[src/rtl/ipv4fl_pkg.sv]
`timescale 1ns / 1ps
package ipv4fl_pkg;

	// header sum of up to thirty 16-bit words
	localparam int SUM_W            = 21;
	localparam int MIN_HEADER_WORDS = 10;
	localparam int WORD_TTL         = 4;
	localparam int WORD_CSUM        = 5;
	localparam int WORD_DST_HI      = 8;
	localparam int WORD_DST_LO      = 9;
	localparam int QUEUE_DEPTH      = 4;

	typedef enum logic [1:0] {
		OP_HEADER   = 2'd0,
		OP_ROUTE_WR = 2'd1,
		OP_NBR_WR   = 2'd2
	} opcode_t;

	typedef enum logic [1:0] {
		ST_FORWARD     = 2'd0,
		ST_NO_ROUTE    = 2'd1,
		ST_NO_NEIGHBOR = 2'd2,
		ST_SHORT       = 2'd3
	} status_t;

	typedef enum logic [1:0] {
		CMD_ROUTE_WR,
		CMD_NBR_WR,
		CMD_LOOKUP,
		CMD_SHORT
	} cmd_kind_t;

	typedef struct packed {
		cmd_kind_t         kind;
		logic [3:0]        idx;
		logic [31:0]       addr;
		logic [31:0]       mask;
		logic [1:0]        port;
		logic [47:0]       mac;
		logic              ok;
		logic [7:0]        ttl;
		logic [SUM_W-1:0]  sum;
	} cmd_t;

	typedef struct packed {
		logic push;
		cmd_t cmd;
	} q_push_t;

	typedef enum logic [1:0] {
		B_IDLE,
		B_ROUTE,
		B_NEIGHBOR
	} back_state_t;

endpackage

[src/rtl/ipv4fl_if.sv]
`timescale 1ns / 1ps
interface ipv4fl_req_if;
	logic        valid;
	logic        ready;
	logic [1:0]  opcode;
	logic [3:0]  entry_index;
	logic [31:0] entry_addr;
	logic [31:0] entry_mask;
	logic [1:0]  entry_port;
	logic [47:0] entry_mac;
	logic        entry_valid;
	logic [15:0] header_word;
	logic        header_last;

	modport source (
		output valid, opcode, entry_index, entry_addr, entry_mask, entry_port,
		output entry_mac, entry_valid, header_word, header_last,
		input  ready
	);
	modport sink (
		input  valid, opcode, entry_index, entry_addr, entry_mask, entry_port,
		input  entry_mac, entry_valid, header_word, header_last,
		output ready
	);
endinterface

interface ipv4fl_rsp_if;
	logic        valid;
	logic        ready;
	logic [1:0]  status;
	logic [1:0]  out_port;
	logic [47:0] next_hop_mac;
	logic [7:0]  new_ttl;
	logic [15:0] new_checksum;
	logic [31:0] dest_addr;

	modport source (
		output valid, status, out_port, next_hop_mac, new_ttl, new_checksum, dest_addr,
		input  ready
	);
	modport sink (
		input  valid, status, out_port, next_hop_mac, new_ttl, new_checksum, dest_addr,
		output ready
	);
endinterface

[src/rtl/ipv4_forward_lookup.sv]
`timescale 1ns / 1ps
// ipv4 forwarding lookup
// req channel: one request per handshake; opcode selects a header word, a
// route table write or a neighbour table write. header words stream in network
// order, header_last marks the final one. table writes to slots past the table
// size and the unused opcode are dropped without a result.
// rsp channel: one result per header: status, port, next-hop mac, decremented
// ttl, recomputed checksum and destination.
// the front takes one request per cycle while the four-entry command queue has
// room; table writes travel through the same queue, so each lookup sees
// exactly the writes made before its header.
// the back pops one command at a time; table writes and short headers are
// handled in the idle state. a lookup scans the route table one entry per
// cycle through its ram read port and then, once a route is found, the
// neighbour table the same way. one lookup is in flight at a time. while rsp
// is stalled the result holds in its register and the front keeps accepting
// words until the queue fills.
// reset clears all routes and neighbour valid marks and the header state.
module ipv4_forward_lookup
	import ipv4fl_pkg::*;
#(
	parameter int ROUTE_ENTRIES    = 16,
	parameter int NEIGHBOR_ENTRIES = 16,
	parameter int MAX_HEADER_WORDS = 30
) (
	input  logic         clk,
	input  logic         arst_n,
	ipv4fl_req_if.sink   req,
	ipv4fl_rsp_if.source rsp
);

	q_push_t q_push;
	logic    q_full;
	logic    q_pop;
	logic    q_vld;
	cmd_t    q_head;

	ipv4fl_front #(
		.ROUTE_ENTRIES    (ROUTE_ENTRIES),
		.NEIGHBOR_ENTRIES (NEIGHBOR_ENTRIES),
		.MAX_HEADER_WORDS (MAX_HEADER_WORDS)
	) u_front (
		.clk    (clk),
		.arst_n (arst_n),
		.req    (req),
		.q_full (q_full),
		.q_push (q_push)
	);

	ipv4fl_queue #(.DEPTH(QUEUE_DEPTH)) u_queue (
		.clk    (clk),
		.arst_n (arst_n),
		.q_push (q_push),
		.full   (q_full),
		.pop    (q_pop),
		.vld    (q_vld),
		.head   (q_head)
	);

	ipv4fl_back #(
		.ROUTE_ENTRIES    (ROUTE_ENTRIES),
		.NEIGHBOR_ENTRIES (NEIGHBOR_ENTRIES)
	) u_back (
		.clk    (clk),
		.arst_n (arst_n),
		.q_vld  (q_vld),
		.q_head (q_head),
		.q_pop  (q_pop),
		.rsp    (rsp)
	);

endmodule

[src/rtl/ipv4fl_ram.sv]
`timescale 1ns / 1ps
module ipv4fl_ram #(
	parameter int WIDTH = 8,
	parameter int DEPTH = 16,
	parameter int AW    = (DEPTH > 1) ? $clog2(DEPTH) : 1
) (
	input  logic             clk,
	input  logic             we,
	input  logic [AW-1:0]    waddr,
	input  logic [WIDTH-1:0] wdata,
	input  logic             re,
	input  logic [AW-1:0]    raddr,
	output logic [WIDTH-1:0] rdata
);

	logic [WIDTH-1:0] mem_q [DEPTH];

	always_ff @(posedge clk) begin
		if (we) begin
			mem_q[waddr] <= wdata;
		end
		if (re) begin
			rdata <= mem_q[raddr];
		end
	end

endmodule

[src/rtl/ipv4fl_queue.sv]
`timescale 1ns / 1ps
module ipv4fl_queue
	import ipv4fl_pkg::*;
#(
	parameter int DEPTH = 4
) (
	input  logic    clk,
	input  logic    arst_n,
	input  q_push_t q_push,
	output logic    full,
	input  logic    pop,
	output logic    vld,
	output cmd_t    head
);

	localparam int PW = (DEPTH > 1) ? $clog2(DEPTH) : 1;

	cmd_t          slot_q [DEPTH];
	logic [PW-1:0] wr_ptr_q;
	logic [PW-1:0] rd_ptr_q;
	logic [PW:0]   count_q;

	logic do_push;
	logic do_pop;

	assign full    = (count_q == (PW+1)'(DEPTH));
	assign vld     = (count_q != '0);
	assign head    = slot_q[rd_ptr_q];
	assign do_push = q_push.push && !full;
	assign do_pop  = pop && vld;

	always_ff @(posedge clk or negedge arst_n) begin
		if (!arst_n) begin
			wr_ptr_q <= '0;
			rd_ptr_q <= '0;
			count_q  <= '0;
		end else begin
			if (do_push) begin
				wr_ptr_q <= (wr_ptr_q == PW'(DEPTH-1)) ? '0 : wr_ptr_q + 1'b1;
			end
			if (do_pop) begin
				rd_ptr_q <= (rd_ptr_q == PW'(DEPTH-1)) ? '0 : rd_ptr_q + 1'b1;
			end
			case ({do_push, do_pop})
				2'b10:   count_q <= count_q + 1'b1;
				2'b01:   count_q <= count_q - 1'b1;
				default: count_q <= count_q;
			endcase
		end
	end

	always_ff @(posedge clk) begin
		if (do_push) begin
			slot_q[wr_ptr_q] <= q_push.cmd;
		end
	end

`ifndef SYNTHESIS
	// the front holds off when the queue is full, so no command is ever pushed into a full queue
	a_no_push_full: assert property (@(posedge clk) disable iff (!arst_n)
		q_push.push |-> !full)
		else $error("push into full queue");
	a_count_range: assert property (@(posedge clk) disable iff (!arst_n)
		count_q <= (PW+1)'(DEPTH))
		else $error("queue count overflow");
`endif

endmodule

[src/rtl/ipv4fl_front.sv]
`timescale 1ns / 1ps
module ipv4fl_front
	import ipv4fl_pkg::*;
#(
	parameter int ROUTE_ENTRIES    = 16,
	parameter int NEIGHBOR_ENTRIES = 16,
	parameter int MAX_HEADER_WORDS = 30
) (
	input  logic         clk,
	input  logic         arst_n,
	ipv4fl_req_if.sink   req,
	input  logic         q_full,
	output q_push_t      q_push
);

	localparam int CW = $clog2(MAX_HEADER_WORDS + 1);

	logic [CW-1:0]    cnt_q;
	logic [SUM_W-1:0] sum_q;
	logic [31:0]      dest_q;
	logic [7:0]       ttl_q;

	logic             accept;
	logic             hdr_take;
	logic             in_rng;
	logic [15:0]      sum_add;
	logic [CW-1:0]    cnt_nx;
	logic [SUM_W-1:0] sum_nx;
	logic [31:0]      dest_nx;
	logic [7:0]       ttl_nx;
	logic             route_idx_ok;
	logic             nbr_idx_ok;

	assign req.ready = !q_full;
	assign accept    = req.valid && req.ready;
	assign hdr_take  = accept && (req.opcode == OP_HEADER);

	assign route_idx_ok = (9'(req.entry_index) < 9'(ROUTE_ENTRIES));
	assign nbr_idx_ok   = (9'(req.entry_index) < 9'(NEIGHBOR_ENTRIES));

	// running header state with this word folded in
	always_comb begin
		in_rng  = (cnt_q < CW'(MAX_HEADER_WORDS));
		cnt_nx  = cnt_q;
		sum_nx  = sum_q;
		dest_nx = dest_q;
		ttl_nx  = ttl_q;
		if (cnt_q == CW'(WORD_TTL)) begin
			sum_add = {req.header_word[15:8] - 8'd1, req.header_word[7:0]};
		end else if (cnt_q == CW'(WORD_CSUM)) begin
			sum_add = '0;
		end else begin
			sum_add = req.header_word;
		end
		if (in_rng) begin
			cnt_nx = cnt_q + 1'b1;
			sum_nx = sum_q + SUM_W'(sum_add);
			if (cnt_q == CW'(WORD_TTL)) begin
				ttl_nx = req.header_word[15:8];
			end
			if (cnt_q == CW'(WORD_DST_HI)) begin
				dest_nx[31:16] = req.header_word;
			end else if (cnt_q == CW'(WORD_DST_LO)) begin
				dest_nx[15:0] = req.header_word;
			end
		end
	end

	always_comb begin
		q_push          = '0;
		q_push.cmd.idx  = req.entry_index;
		q_push.cmd.addr = req.entry_addr;
		q_push.cmd.mask = req.entry_mask;
		q_push.cmd.port = req.entry_port;
		q_push.cmd.mac  = req.entry_mac;
		q_push.cmd.ok   = req.entry_valid;
		q_push.cmd.kind = CMD_LOOKUP;
		unique case (req.opcode)
			OP_HEADER: begin
				q_push.push = accept && req.header_last;
				if (cnt_nx < CW'(MIN_HEADER_WORDS)) begin
					q_push.cmd.kind = CMD_SHORT;
				end
				q_push.cmd.addr = dest_nx;
				q_push.cmd.ttl  = ttl_nx - 8'd1;
				q_push.cmd.sum  = sum_nx;
			end
			OP_ROUTE_WR: begin
				q_push.push     = accept && route_idx_ok;
				q_push.cmd.kind = CMD_ROUTE_WR;
			end
			OP_NBR_WR: begin
				q_push.push     = accept && nbr_idx_ok;
				q_push.cmd.kind = CMD_NBR_WR;
			end
			default: begin
				q_push.push = 1'b0;
			end
		endcase
	end

	always_ff @(posedge clk or negedge arst_n) begin
		if (!arst_n) begin
			cnt_q  <= '0;
			sum_q  <= '0;
			dest_q <= '0;
			ttl_q  <= '0;
		end else if (hdr_take) begin
			if (req.header_last) begin
				cnt_q  <= '0;
				sum_q  <= '0;
				dest_q <= '0;
				ttl_q  <= '0;
			end else begin
				cnt_q  <= cnt_nx;
				sum_q  <= sum_nx;
				dest_q <= dest_nx;
				ttl_q  <= ttl_nx;
			end
		end
	end

`ifndef SYNTHESIS
	a_hdr_restart: assert property (@(posedge clk) disable iff (!arst_n)
		hdr_take && req.header_last |=> (cnt_q == '0) && (sum_q == '0))
		else $error("header state not cleared after last word");
`endif

endmodule

[src/rtl/ipv4fl_back.sv]
`timescale 1ns / 1ps
module ipv4fl_back
	import ipv4fl_pkg::*;
#(
	parameter int ROUTE_ENTRIES    = 16,
	parameter int NEIGHBOR_ENTRIES = 16
) (
	input  logic          clk,
	input  logic          arst_n,
	input  logic          q_vld,
	input  cmd_t          q_head,
	output logic          q_pop,
	ipv4fl_rsp_if.source  rsp
);

	localparam int RIW = (ROUTE_ENTRIES > 1) ? $clog2(ROUTE_ENTRIES) : 1;
	localparam int NIW = (NEIGHBOR_ENTRIES > 1) ? $clog2(NEIGHBOR_ENTRIES) : 1;
	localparam int SW  = (RIW > NIW) ? RIW : NIW;

	function automatic logic [15:0] fold_sum(input logic [SUM_W-1:0] s);
		logic [16:0] s1;
		logic [15:0] s2;
		s1 = 17'(s[SUM_W-1:16]) + 17'(s[15:0]);
		s2 = s1[15:0] + 16'(s1[16]);
		return ~s2;
	endfunction

	back_state_t      state_q;
	back_state_t      state_nx;

	logic [1:0]       route_port_q [ROUTE_ENTRIES];
	logic             nbr_ok_q     [NEIGHBOR_ENTRIES];

	logic [SW-1:0]    scan_q;
	logic             scan_done_q;
	logic             rd_vld_s1;
	logic [SW-1:0]    rd_idx_s1;

	logic [31:0]      job_dest_q;
	logic [7:0]       job_ttl_q;
	logic [SUM_W-1:0] job_sum_q;
	logic [1:0]       job_port_q;

	logic             out_vld_q;
	status_t          res_status_q;
	logic [1:0]       res_port_q;
	logic [47:0]      res_mac_q;
	logic [7:0]       res_ttl_q;
	logic [15:0]      res_csum_q;
	logic [31:0]      res_dest_q;

	logic             route_we;
	logic             nbr_we;
	logic             start;
	logic             short_done;
	logic             issue;
	logic [SW-1:0]    scan_limit;
	logic             route_hit;
	logic             route_end;
	logic             nbr_hit;
	logic             nbr_end;
	logic             route_miss;
	logic             nbr_miss;
	logic             restart;
	logic             finish;

	logic [63:0]      route_rd;
	logic [79:0]      nbr_rd;

	ipv4fl_ram #(.WIDTH(64), .DEPTH(ROUTE_ENTRIES)) u_route_ram (
		.clk   (clk),
		.we    (route_we),
		.waddr (RIW'(q_head.idx)),
		.wdata ({q_head.addr, q_head.mask}),
		.re    (issue && (state_q == B_ROUTE)),
		.raddr (scan_q[RIW-1:0]),
		.rdata (route_rd)
	);

	ipv4fl_ram #(.WIDTH(80), .DEPTH(NEIGHBOR_ENTRIES)) u_nbr_ram (
		.clk   (clk),
		.we    (nbr_we),
		.waddr (NIW'(q_head.idx)),
		.wdata ({q_head.addr, q_head.mac}),
		.re    (issue && (state_q == B_NEIGHBOR)),
		.raddr (scan_q[NIW-1:0]),
		.rdata (nbr_rd)
	);

	// outputs of the sequencer
	always_comb begin
		q_pop      = 1'b0;
		route_we   = 1'b0;
		nbr_we     = 1'b0;
		start      = 1'b0;
		short_done = 1'b0;
		issue      = 1'b0;
		scan_limit = '0;
		route_hit  = 1'b0;
		route_end  = 1'b0;
		nbr_hit    = 1'b0;
		nbr_end    = 1'b0;
		unique case (state_q)
			B_IDLE: begin
				if (q_vld) begin
					unique case (q_head.kind)
						CMD_ROUTE_WR: begin
							q_pop    = 1'b1;
							route_we = 1'b1;
						end
						CMD_NBR_WR: begin
							q_pop  = 1'b1;
							nbr_we = 1'b1;
						end
						CMD_LOOKUP: begin
							q_pop = !out_vld_q;
							start = !out_vld_q;
						end
						CMD_SHORT: begin
							q_pop      = !out_vld_q;
							short_done = !out_vld_q;
						end
					endcase
				end
			end
			B_ROUTE: begin
				scan_limit = SW'(ROUTE_ENTRIES - 1);
				issue      = !scan_done_q;
				route_hit  = rd_vld_s1 && (route_port_q[rd_idx_s1[RIW-1:0]] != 2'd0)
					&& ((job_dest_q & route_rd[31:0]) == route_rd[63:32]);
				route_end  = rd_vld_s1 && (rd_idx_s1 == scan_limit);
			end
			B_NEIGHBOR: begin
				scan_limit = SW'(NEIGHBOR_ENTRIES - 1);
				issue      = !scan_done_q;
				nbr_hit    = rd_vld_s1 && nbr_ok_q[rd_idx_s1[NIW-1:0]]
					&& (nbr_rd[79:48] == job_dest_q);
				nbr_end    = rd_vld_s1 && (rd_idx_s1 == scan_limit);
			end
			default: begin
				issue = 1'b0;
			end
		endcase
	end

	assign route_miss = route_end && !route_hit;
	assign nbr_miss   = nbr_end && !nbr_hit;
	assign restart    = start || route_hit;
	assign finish     = short_done || route_miss || nbr_hit || nbr_miss;

	always_comb begin
		state_nx = state_q;
		unique case (state_q)
			B_IDLE: begin
				if (start) begin
					state_nx = B_ROUTE;
				end
			end
			B_ROUTE: begin
				if (route_hit) begin
					state_nx = B_NEIGHBOR;
				end else if (route_end) begin
					state_nx = B_IDLE;
				end
			end
			B_NEIGHBOR: begin
				if (nbr_hit || nbr_end) begin
					state_nx = B_IDLE;
				end
			end
			default: begin
				state_nx = B_IDLE;
			end
		endcase
	end

	always_ff @(posedge clk or negedge arst_n) begin
		if (!arst_n) begin
			state_q     <= B_IDLE;
			scan_q      <= '0;
			scan_done_q <= 1'b0;
			rd_vld_s1   <= 1'b0;
			out_vld_q   <= 1'b0;
			for (int i = 0; i < ROUTE_ENTRIES; i++) begin
				route_port_q[i] <= 2'd0;
			end
			for (int i = 0; i < NEIGHBOR_ENTRIES; i++) begin
				nbr_ok_q[i] <= 1'b0;
			end
		end else begin
			state_q <= state_nx;
			// one table entry read per cycle, compared in the cycle after its read
			if (restart) begin
				scan_q      <= '0;
				scan_done_q <= 1'b0;
				rd_vld_s1   <= 1'b0;
			end else if (issue) begin
				rd_vld_s1 <= 1'b1;
				if (scan_q == scan_limit) begin
					scan_done_q <= 1'b1;
				end else begin
					scan_q <= scan_q + 1'b1;
				end
			end else begin
				rd_vld_s1 <= 1'b0;
			end
			if (route_we) begin
				route_port_q[RIW'(q_head.idx)] <= q_head.port;
			end
			if (nbr_we) begin
				nbr_ok_q[NIW'(q_head.idx)] <= q_head.ok;
			end
			if (finish) begin
				out_vld_q <= 1'b1;
			end else if (rsp.valid && rsp.ready) begin
				out_vld_q <= 1'b0;
			end
		end
	end

	always_ff @(posedge clk) begin
		if (issue) begin
			rd_idx_s1 <= scan_q;
		end
		if (start) begin
			job_dest_q <= q_head.addr;
			job_ttl_q  <= q_head.ttl;
			job_sum_q  <= q_head.sum;
		end
		if (route_hit) begin
			job_port_q <= route_port_q[rd_idx_s1[RIW-1:0]];
		end
		if (short_done) begin
			res_status_q <= ST_SHORT;
			res_port_q   <= '0;
			res_mac_q    <= '0;
			res_ttl_q    <= '0;
			res_csum_q   <= '0;
			res_dest_q   <= '0;
		end else if (route_miss || nbr_hit || nbr_miss) begin
			res_ttl_q  <= job_ttl_q;
			res_csum_q <= fold_sum(job_sum_q);
			res_dest_q <= job_dest_q;
			if (route_miss) begin
				res_status_q <= ST_NO_ROUTE;
				res_port_q   <= '0;
				res_mac_q    <= '0;
			end else if (nbr_hit) begin
				res_status_q <= ST_FORWARD;
				res_port_q   <= job_port_q;
				res_mac_q    <= nbr_rd[47:0];
			end else begin
				res_status_q <= ST_NO_NEIGHBOR;
				res_port_q   <= job_port_q;
				res_mac_q    <= '0;
			end
		end
	end

	assign rsp.valid        = out_vld_q;
	assign rsp.status       = res_status_q;
	assign rsp.out_port     = res_port_q;
	assign rsp.next_hop_mac = res_mac_q;
	assign rsp.new_ttl      = res_ttl_q;
	assign rsp.new_checksum = res_csum_q;
	assign rsp.dest_addr    = res_dest_q;

`ifndef SYNTHESIS
	// a result is only produced into an empty output register
	a_finish_empty: assert property (@(posedge clk) disable iff (!arst_n)
		finish |-> !out_vld_q)
		else $error("result overwrites pending output");
	// table writes never land while a lookup is reading the tables
	a_no_pop_busy: assert property (@(posedge clk) disable iff (!arst_n)
		(state_q != B_IDLE) |-> !q_pop)
		else $error("queue popped during lookup");
	a_nbr_has_route: assert property (@(posedge clk) disable iff (!arst_n)
		nbr_hit |-> (job_port_q != 2'd0))
		else $error("neighbour hit without route");
`endif

endmodule
[src/flat_wrapper.sv]
// flat-port wrapper written by rule: the top's interface ports become plain ports
module ipv4_forward_lookup_flat import ipv4fl_pkg::*;
#(
	parameter int ROUTE_ENTRIES    = 16,
	parameter int NEIGHBOR_ENTRIES = 16,
	parameter int MAX_HEADER_WORDS = 30
)
  (clk, arst_n, req_valid, req_opcode, req_entry_index, req_entry_addr, req_entry_mask, req_entry_port, req_entry_mac, req_entry_valid, req_header_word, req_header_last, req_ready, rsp_valid, rsp_status, rsp_out_port, rsp_next_hop_mac, rsp_new_ttl, rsp_new_checksum, rsp_dest_addr, rsp_ready);
  ipv4fl_req_if req_i ();
  ipv4fl_rsp_if rsp_i ();
  input  logic clk;
  input  logic arst_n;
  input wire logic [$bits(req_i.valid)-1:0] req_valid;
  input wire logic [$bits(req_i.opcode)-1:0] req_opcode;
  input wire logic [$bits(req_i.entry_index)-1:0] req_entry_index;
  input wire logic [$bits(req_i.entry_addr)-1:0] req_entry_addr;
  input wire logic [$bits(req_i.entry_mask)-1:0] req_entry_mask;
  input wire logic [$bits(req_i.entry_port)-1:0] req_entry_port;
  input wire logic [$bits(req_i.entry_mac)-1:0] req_entry_mac;
  input wire logic [$bits(req_i.entry_valid)-1:0] req_entry_valid;
  input wire logic [$bits(req_i.header_word)-1:0] req_header_word;
  input wire logic [$bits(req_i.header_last)-1:0] req_header_last;
  output wire logic [$bits(req_i.ready)-1:0] req_ready;
  output wire logic [$bits(rsp_i.valid)-1:0] rsp_valid;
  output wire logic [$bits(rsp_i.status)-1:0] rsp_status;
  output wire logic [$bits(rsp_i.out_port)-1:0] rsp_out_port;
  output wire logic [$bits(rsp_i.next_hop_mac)-1:0] rsp_next_hop_mac;
  output wire logic [$bits(rsp_i.new_ttl)-1:0] rsp_new_ttl;
  output wire logic [$bits(rsp_i.new_checksum)-1:0] rsp_new_checksum;
  output wire logic [$bits(rsp_i.dest_addr)-1:0] rsp_dest_addr;
  input wire logic [$bits(rsp_i.ready)-1:0] rsp_ready;
  assign req_i.valid = req_valid;
  assign req_i.opcode = req_opcode;
  assign req_i.entry_index = req_entry_index;
  assign req_i.entry_addr = req_entry_addr;
  assign req_i.entry_mask = req_entry_mask;
  assign req_i.entry_port = req_entry_port;
  assign req_i.entry_mac = req_entry_mac;
  assign req_i.entry_valid = req_entry_valid;
  assign req_i.header_word = req_header_word;
  assign req_i.header_last = req_header_last;
  assign req_ready = req_i.ready;
  assign rsp_valid = rsp_i.valid;
  assign rsp_status = rsp_i.status;
  assign rsp_out_port = rsp_i.out_port;
  assign rsp_next_hop_mac = rsp_i.next_hop_mac;
  assign rsp_new_ttl = rsp_i.new_ttl;
  assign rsp_new_checksum = rsp_i.new_checksum;
  assign rsp_dest_addr = rsp_i.dest_addr;
  assign rsp_i.ready = rsp_ready;
  ipv4_forward_lookup #(.ROUTE_ENTRIES(ROUTE_ENTRIES), .NEIGHBOR_ENTRIES(NEIGHBOR_ENTRIES), .MAX_HEADER_WORDS(MAX_HEADER_WORDS)) u_core (.clk(clk), .arst_n(arst_n), .req(req_i), .rsp(rsp_i));
endmodule
[config.mk]
export PLATFORM = sky130hd
export DESIGN_NAME = ipv4_forward_lookup_flat
export DESIGN_NICKNAME = d
export VERILOG_FILES = /design/src/rtl/ipv4fl_pkg.sv /design/src/rtl/ipv4fl_if.sv /design/src/rtl/ipv4_forward_lookup.sv /design/src/rtl/ipv4fl_ram.sv /design/src/rtl/ipv4fl_queue.sv /design/src/rtl/ipv4fl_front.sv /design/src/rtl/ipv4fl_back.sv /design/src/flat_wrapper.sv
export SDC_FILE = /design/constraint.sdc
export NUM_CORES = 2
export LEC_CHECK = 0
export BUFFER_PORTS_ARGS = -buffer_cell sky130_fd_sc_hd__buf_2
export CAP_MARGIN = 40
export CORE_UTILIZATION = 40
export DETAILED_ROUTE_END_ITERATION = 12
export SYNTH_ARGS = -nofsm -noshare
export SYNTH_HDL_FRONTEND = slang
export SYNTH_SLANG_ARGS = --single-unit
export TNS_END_PERCENT = 100
[constraint.sdc]
create_clock -name clk -period 7.6 [get_ports clk]
set_input_delay 0.38 -clock clk [delete_from_list [all_inputs] [get_ports clk]]
set_output_delay 0.38 -clock clk [all_outputs]
set_load 0.03 [all_outputs]
; ---- Word-level counts from Yosys, hierarchy flattened
; Memories as Yosys holds them, arrays and structs flattened. A register that Yosys moved wholly into a read port is not among the register bits.
; Cells that the tools add are included.
[word_totals]
ff_bits = 305
ramBits = 2904
out_inout_bits = 110
word_cells = 227
mem_count = 3
[memory_table]
columns = name, depth, width, rd, rd_ports_with_merged_regs, write_ports, line
row1 = u_core.u_back.u_nbr_ram.mem_q, 16, 80, 1, 1, 1, ipv4fl_ram.sv:16  ; logic [WIDTH-1:0] mem_q [DEPTH];
row2 = u_core.u_back.u_route_ram.mem_q, 16, 64, 1, 1, 1, ipv4fl_ram.sv:16
row3 = u_core.u_queue.slot_q, 4, 150, 1, 0, 1, ipv4fl_queue.sv:18  ; cmd_t slot_q [DEPTH];
[op_classes]
n_addsub = 11
order_cmp = 5
n_eq_ne = 24
n_mux = 81
n_bitwise = 4
n_reduce_logical = 44
[ops]
columns = op, n
row1 = two-way mux 32 bit, 3
row2 = two-way mux 48 bit, 2
row3 = two-way mux 16 bit, 5
row4 = == test 32 bit, 2
row5 = two-way mux 21 bit, 2
row6 = two-way mux 1 bit, 36
row7 = AND 32 bit, 1
row8 = bitwise mux 32 bit, 1
row9 = two-way mux 29 bit, 1
row10 = two-way mux 2 bit, 12
row11 = two-way mux 8 bit, 3
row12 = adder 21 x 16 -> 21 bit, 1
row13 = adder 5 x 16 -> 17 bit, 1
row14 = adder 16 x 1 -> 16 bit, 1
row15 = bitwise mux 16 bit, 1
row16 = logical AND 1 bit, 16
row17 = two-way mux 4 bit, 4
row18 = NOT 16 bit, 1
row19 = "subtractor 8 x 1 -> 8 bit, second input constant", 2
row20 = "== test 2 bit, second input constant", 7
row21 = case mux 2 bit (3 select lines), 2
row22 = "== test 5 x 3 -> 1 bit, second input constant", 2
row23 = "== test 5 x 4 -> 1 bit, second input constant", 2
row24 = ">= comparator 5 bit, second input constant", 2
row25 = 31 further kinds, 59

; ---- Logic depth before layout (Yosys ltp)
[logic_depth]
ltp_word = 14
ltp_mapped = 16
ltp_nobuf = 15

; ---- Cells and area by module
; A second synthesis with hierarchy kept.
[unflattened]
cells_unflattened = 6138
area_unflattened_um2 = 128434.4
[modules_own_cells]
columns = mod, instances, cells_each, area_per_inst_um2, seq_area_each_um2
row1 = ipv4fl_ram at u_core.u_back.u_nbr_ram, 1, 2054, 50223.2, 40839.2
row2 = ipv4fl_ram at u_core.u_back.u_route_ram, 1, 1647, 40222.3, 32671.3
row3 = ipv4fl_queue, 1, 824, 22058.7, 18192.4
row4 = ipv4fl_back, 1, 915, 10138.5, 5600.4
row5 = ipv4fl_front, 1, 698, 5791.8, 1651.6

; ---- Worst setup path after synthesis
; No wires, ideal clock.
[synth_path]
kind = reg-to-reg
start = reg u_core.u_queue.rd_ptr_q[0]
end = reg u_core.u_back.route_port_q[6] in the netlist's numbering
setup_ns = 0.088
arrival_ns = 7.187
slack_ns = 0.325
stages_incl_launch_ff = 8
n_path_buf = 2
cell_sequence = dfrtp_1 clkbuf_1 mux4_2 or3_1 clkbuf_1 or2_2 nor3_1 mux2_1
[synth_between]
elab_chain_len = 7
word_cells_on_any_way = 12
[synth_rtl]
columns = item, line
row1 = start: declaration, ipv4fl_queue.sv:20  ; logic [PW-1:0] rd_ptr_q;
row2 = start signal: assignment, ipv4fl_queue.sv:42  ; rd_ptr_q <= (rd_ptr_q == PW'(DEPTH-1)) ? '0 : rd_ptr_q + 1'b1;
row3 = memory read (4 x 150 bit) *, --
row4 = NOT 4 -> 5 bit (not written as such), ipv4fl_back.sv:208  ; route_port_q[RIW'(q_head.idx)] <= q_head.port;
row5 = >= comparator 5 bit (not written as such) or < comparator 5 x 1 -> 1 bit (tied branches), ipv4fl_back.sv:208
row6 = logical AND 1 bit (not written as such), ipv4fl_back.sv:208
row7 = two-way mux 2 bit (not written as such), ipv4fl_back.sv:208
row8 = demux 2 bit (select 4 bit), ipv4fl_back.sv:208
row9 = bitwise mux 32 bit, ipv4fl_back.sv:208
row10 = end signal: indexed assignment, ipv4fl_back.sv:208
row11 = end: declaration, ipv4fl_back.sv:31  ; logic [1:0] route_port_q [ROUTE_ENTRIES];
; Every way passes the cells marked *; elsewhere a longest branch is shown, timed or not.
; A chain may end at the register's enable or synchronous reset.

; ---- Final worst setup path
[layout_path]
start = reg u_core.u_back.job_dest_q[16]
end = reg u_core.u_back.res_mac_q[15], in the netlist u_core.u_back.rsp.next_hop_mac[15]
[layout_between]
elab_chain_len = 8
word_cells_on_any_way = 15
[layout_rtl]
columns = item, line
row1 = start: declaration, ipv4fl_back.sv:39  ; logic [31:0] job_dest_q;
row2 = start signal: assignment, ipv4fl_back.sv:226  ; job_dest_q <= q_head.addr;
row3 = AND 32 bit, ipv4fl_back.sv:130  ; && ((job_dest_q & route_rd[31:0]) == route_rd[63:32]);
row4 = == test 32 bit, ipv4fl_back.sv:130
row5 = logical AND 1 bit, ipv4fl_back.sv:130
row6 = two-way mux 1 bit, ipv4fl_back.sv:103  ; unique case (state_q)
row7 = zero test 1 bit, ipv4fl_back.sv:146  ; assign route_miss = route_end && !route_hit;
row8 = logical AND 1 bit, ipv4fl_back.sv:146
row9 = logical OR 1 bit (2 in series), ipv4fl_back.sv:240  ; end else if (route_miss || nbr_hit || nbr_miss) begin
row10 = end signal: assignment, ipv4fl_back.sv:251  ; res_mac_q <= nbr_rd[47:0];
row11 = end: declaration, ipv4fl_back.sv:47  ; logic [47:0] res_mac_q;
; Parallel ways exist; a longest one is shown, timed or not.

==> impl_metrics.yaml <==
critical_path:
  worstPathArrival_ns: 5.59
  crit_type: "register to register"
  crit_required_ns: 8.36
  endpoint_kind: "register"
  cp_max_fo: 48
  startpoint_type: "register"
detailed_routing:
  vias: 60400
  totalWireLength_mm: 312
  drtPass1Iterations: 6
  drt_iter0_markers: 6693
  routedWlPerCell_microns: 28.9
  drcViolationCount: 0
  vias_per_cell: 5.61
  ant_nets: 0
logic_synthesis:
  ys_seq_area_share_pct: 77.4
  synthArstFlopShare_pct: 3.88
  yosys_register_bits: 3353
  synth_area_per_cell_sq_um: 22.4
  synth_cells: 5712
  yosys_warnings: 0
  syn_area_sq_mm: 0.128
  netlist_top_cells_area: "edfxtp_1 73%, mux4_2 16%, dfrtp_1 2.5%, dfxtp_1 1.7%, mux2i_1 0.64%"
  syn_nets: 5899
  yosysTopAreaCell: "edfxtp_1"
  yosysUniqueCellTypes: 76
  synthFlopType: "edfxtp_1"
  synth-edff-count: 3115
  synth_top_area_share_pct: 73.2
sta:
  setup_viol_count_final: 0
  rsz0062_at_grt: "no"
  clock_skew_ns: 0.0865
  tightest_slew_ns: 1.02
  maxSlewViolCount: 0
  relSlewSlack_pct: 31.7
  period_share_pct: 63.6
  period_minus_slack_ns: 4.83
  timing_hold_violations_final: 0
  setup_tns_ns: 0
  fmaxAchievable_ghz: 0.207
  worst_slack_ns: 2.77
  whs_ns: 0.0508
placed_design:
  placed_area_sq_mm: 0.135
  pre_cts_slack_ns: 2.92
  portBuffers: 251
  hpwlAfterDp_mm: 175
  place_congestion: 0.831
  numPlacedInstances: 9993
power_and_ir_drop:
  power.switching_w: 0.0169
  power.density_mw_per_mm2: 384
  internal-power_w: 0.0399
  power.leakage_nw: 47.5
  clkPwrFrac_pct: 29.7
  seqPwrFrac_pct: 44.5
  pwr-share-comb_pct: 25.9
  swShare_pct: 29.8
  ir_worst_vdd_v: 0.000310
cts:
  h-tree-depth: 5
  cts_inserted_buffers: 345
  cts_resized: 0
  insertion_delay_ns: 0.96
  cts_tree: "yes"
  clock_path_buffers: 4
  cts_root_buffer: "clkbuf_16"
  numClockSinks: 3353
  path_clk_slew_ns: 0.07
global_route:
  grt_pass1_vias: 62300
  grt.total_usage_pct: 19.2
  overflow: 0
  grt_max_degree: 141
  grt_pass1_wl_mm: 447
  antenna_found_initial: 21
min_path:
  hold_path.class: "input pin to asynchronous set/reset pin"
cells_and_area:
  seqCellArea_sq_mm: 0.0990
  fillers: 26000
  multiInputGateArea_sq_mm: 0.0279
  final_design_area_no_fill_sq_mm: 0.148
  drive_above_1_share_pct: 27.8
  fin_cells: 10800
  area_delta_synth_final_pct: 15.7
  nets: 6484
floorplanning:
  dieArea_sq_mm: 0.322
  design.core.area_sq_mm: 0.318
  row_count: 207
  io_pins: 252
  die_x_microns: 567
  initial_utilization_pct: 40.2
  fp.dieH_microns: 567
outcome:
  status: "finished clean"
run:
  cap_violations: 0
area by class of cell:
cell class                      instances  share of cell area (%)
Clock buffer                          440                    6.13
Tap cell                             4180                    3.54
Timing Repair Buffer                  519                    2.95
Multi-Input combinational cell       2047                    18.8
Inverter                               31                  0.0956
Clock inverter                        192                    1.51
Sequential cell                      3353                    66.9
Antenna cell                            9                  0.0152
routing by layer:
layer / vias up / GRT usage [%] / share of wire (%)
met5: - / 0 / 0.023
met4: 12 / 5.17 / 2.6
met3: 388 / 3.55 / 6.8
met2: 2114 / 30.6 / 48
met1: 32700 / 27.1 / 43
li1: 25100 / - / -
worst paths after layout:
| path | depth (start not counted) | slack [ns] | start | end |
|---|---|---|---|---|
| setup / recovery | 10 | 2.77 | u_core.u_back.job_dest_q[16] | u_core.u_back.rsp.next_hop_mac[15] |
| hold / removal | 2 | 0.05 | arst_n | u_core.u_front.dest_q[12] |
| setup reg to reg | 10 | 2.77 | u_core.u_back.job_dest_q[16] | u_core.u_back.rsp.next_hop_mac[15] |
| hold reg to reg | 1 | 0.43 | u_core.u_back.u_nbr_ram.rdata[18] | u_core.u_back.rsp.next_hop_mac[18] |
| max in group asynchronous | 4 | 6.47 | arst_n | u_core.u_front.dest_q[21] |
| min in group clk | 2 | 0.11 | req_opcode[0] | u_core.u_queue.slot_q[0][148] |
synthesized netlist by cell type (27+ instances only):
cell type	n
a21boi_0	41
a21oi_1	44
a22o_1	49
and2_1	27
buf_1	69
clkbuf_1	198
dfrtp_1	130
dfxtp_1	108
edfxtp_1	3115
ha_1	42
inv_1	30
mux2_1	29
mux2i_1	82
mux4_2	884
nand2_1	205
nand3_1	27
nor2_1	158
o21ai_0	84
xnor2_1	30
xor2_1	72
worst max-delay path, stage by stage, from the launching register on:
cell and delay [ns]:
edfxtp_1 0.42, xor2_1 0.19, or4_1 0.54, nor4_1 0.65, nand4_1 0.38, nand2_1 0.31
a31o_4 0.60, buf_4 0.66, nor2_4 0.07, buf_4 0.33, a22o_1 0.36
registers in the layout (all words and copies together), names as in the netlist, 5 cells and up:
signal / count
u_core.u_front.dest_q: 32
u_core.u_back.u_route_ram.mem_q: 1024
u_core.u_front.cnt_q: 5
u_core.u_back.job_dest_q: 32
u_core.u_back.u_route_ram.rdata: 64
u_core.u_back.rsp.dest_addr: 32
u_core.u_front.sum_q: 21
u_core.u_back.rsp.new_checksum: 16
u_core.u_back.rsp.new_ttl: 8
u_core.u_back.nbr_ok_q: 16
u_core.u_back.route_port_q: 32
u_core.u_front.ttl_q: 8
u_core.u_queue.slot_q: 600
u_core.u_back.u_nbr_ram.rdata: 80
u_core.u_back.u_nbr_ram.mem_q: 1280
u_core.u_back.rsp.next_hop_mac: 48
u_core.u_back.job_ttl_q: 8
u_core.u_back.job_sum_q: 21
cells in the final DEF (no fill, tap or decap), drive strengths merged, types with 108 or more instances in the layout:
cell type,synthesis,layout
dfrtp,130,130
buf,83,382
clkinv,0,127
nand2,205,205
dlygate4sd3,0,137
dfxtp,108,108
edfxtp,3115,3115
clkbuf,198,440
mux4,884,884
nor2,158,158
power groups by stage:
stage / combinational [W] / sequential, W / clock (W)
floorplan: 0.00969 / 0.0253 / 0
global placement: 0.0143 / 0.0257 / 0
detailed placement: 0.0149 / 0.0256 / 0
CTS: 0.0150 / 0.0253 / 0.0172
global route: 0.0157 / 0.0254 / 0.0179
finish: 0.0147 / 0.0253 / 0.0169
cells by family after synthesis:
group	share of synthesized area [%]
flip-flops	77.4
multiplexers	16.7
AND/OR/NAND/NOR	1.95
AO/OA/AOI/OAI	1.85
buffers and inverters	0.967
XOR/XNOR	0.699
adder cells (fa/ha/maj)	0.458
repair_timing:
action,CTS,global route
buffers inserted,0,0
hold buffers,137,0
hold endpoints to repair,583,0
endpoints found under the setup margin,0,0
per-stage QoR:
step                total power [W]  utilization [%]
floorplan                    0.0350                -
global placement             0.0400             42.3
detailed placement           0.0405             42.5
CTS                          0.0574             46.5
global route                 0.0589             46.5
finish                       0.0568             46.5
(Power assumes the default switching activity.)
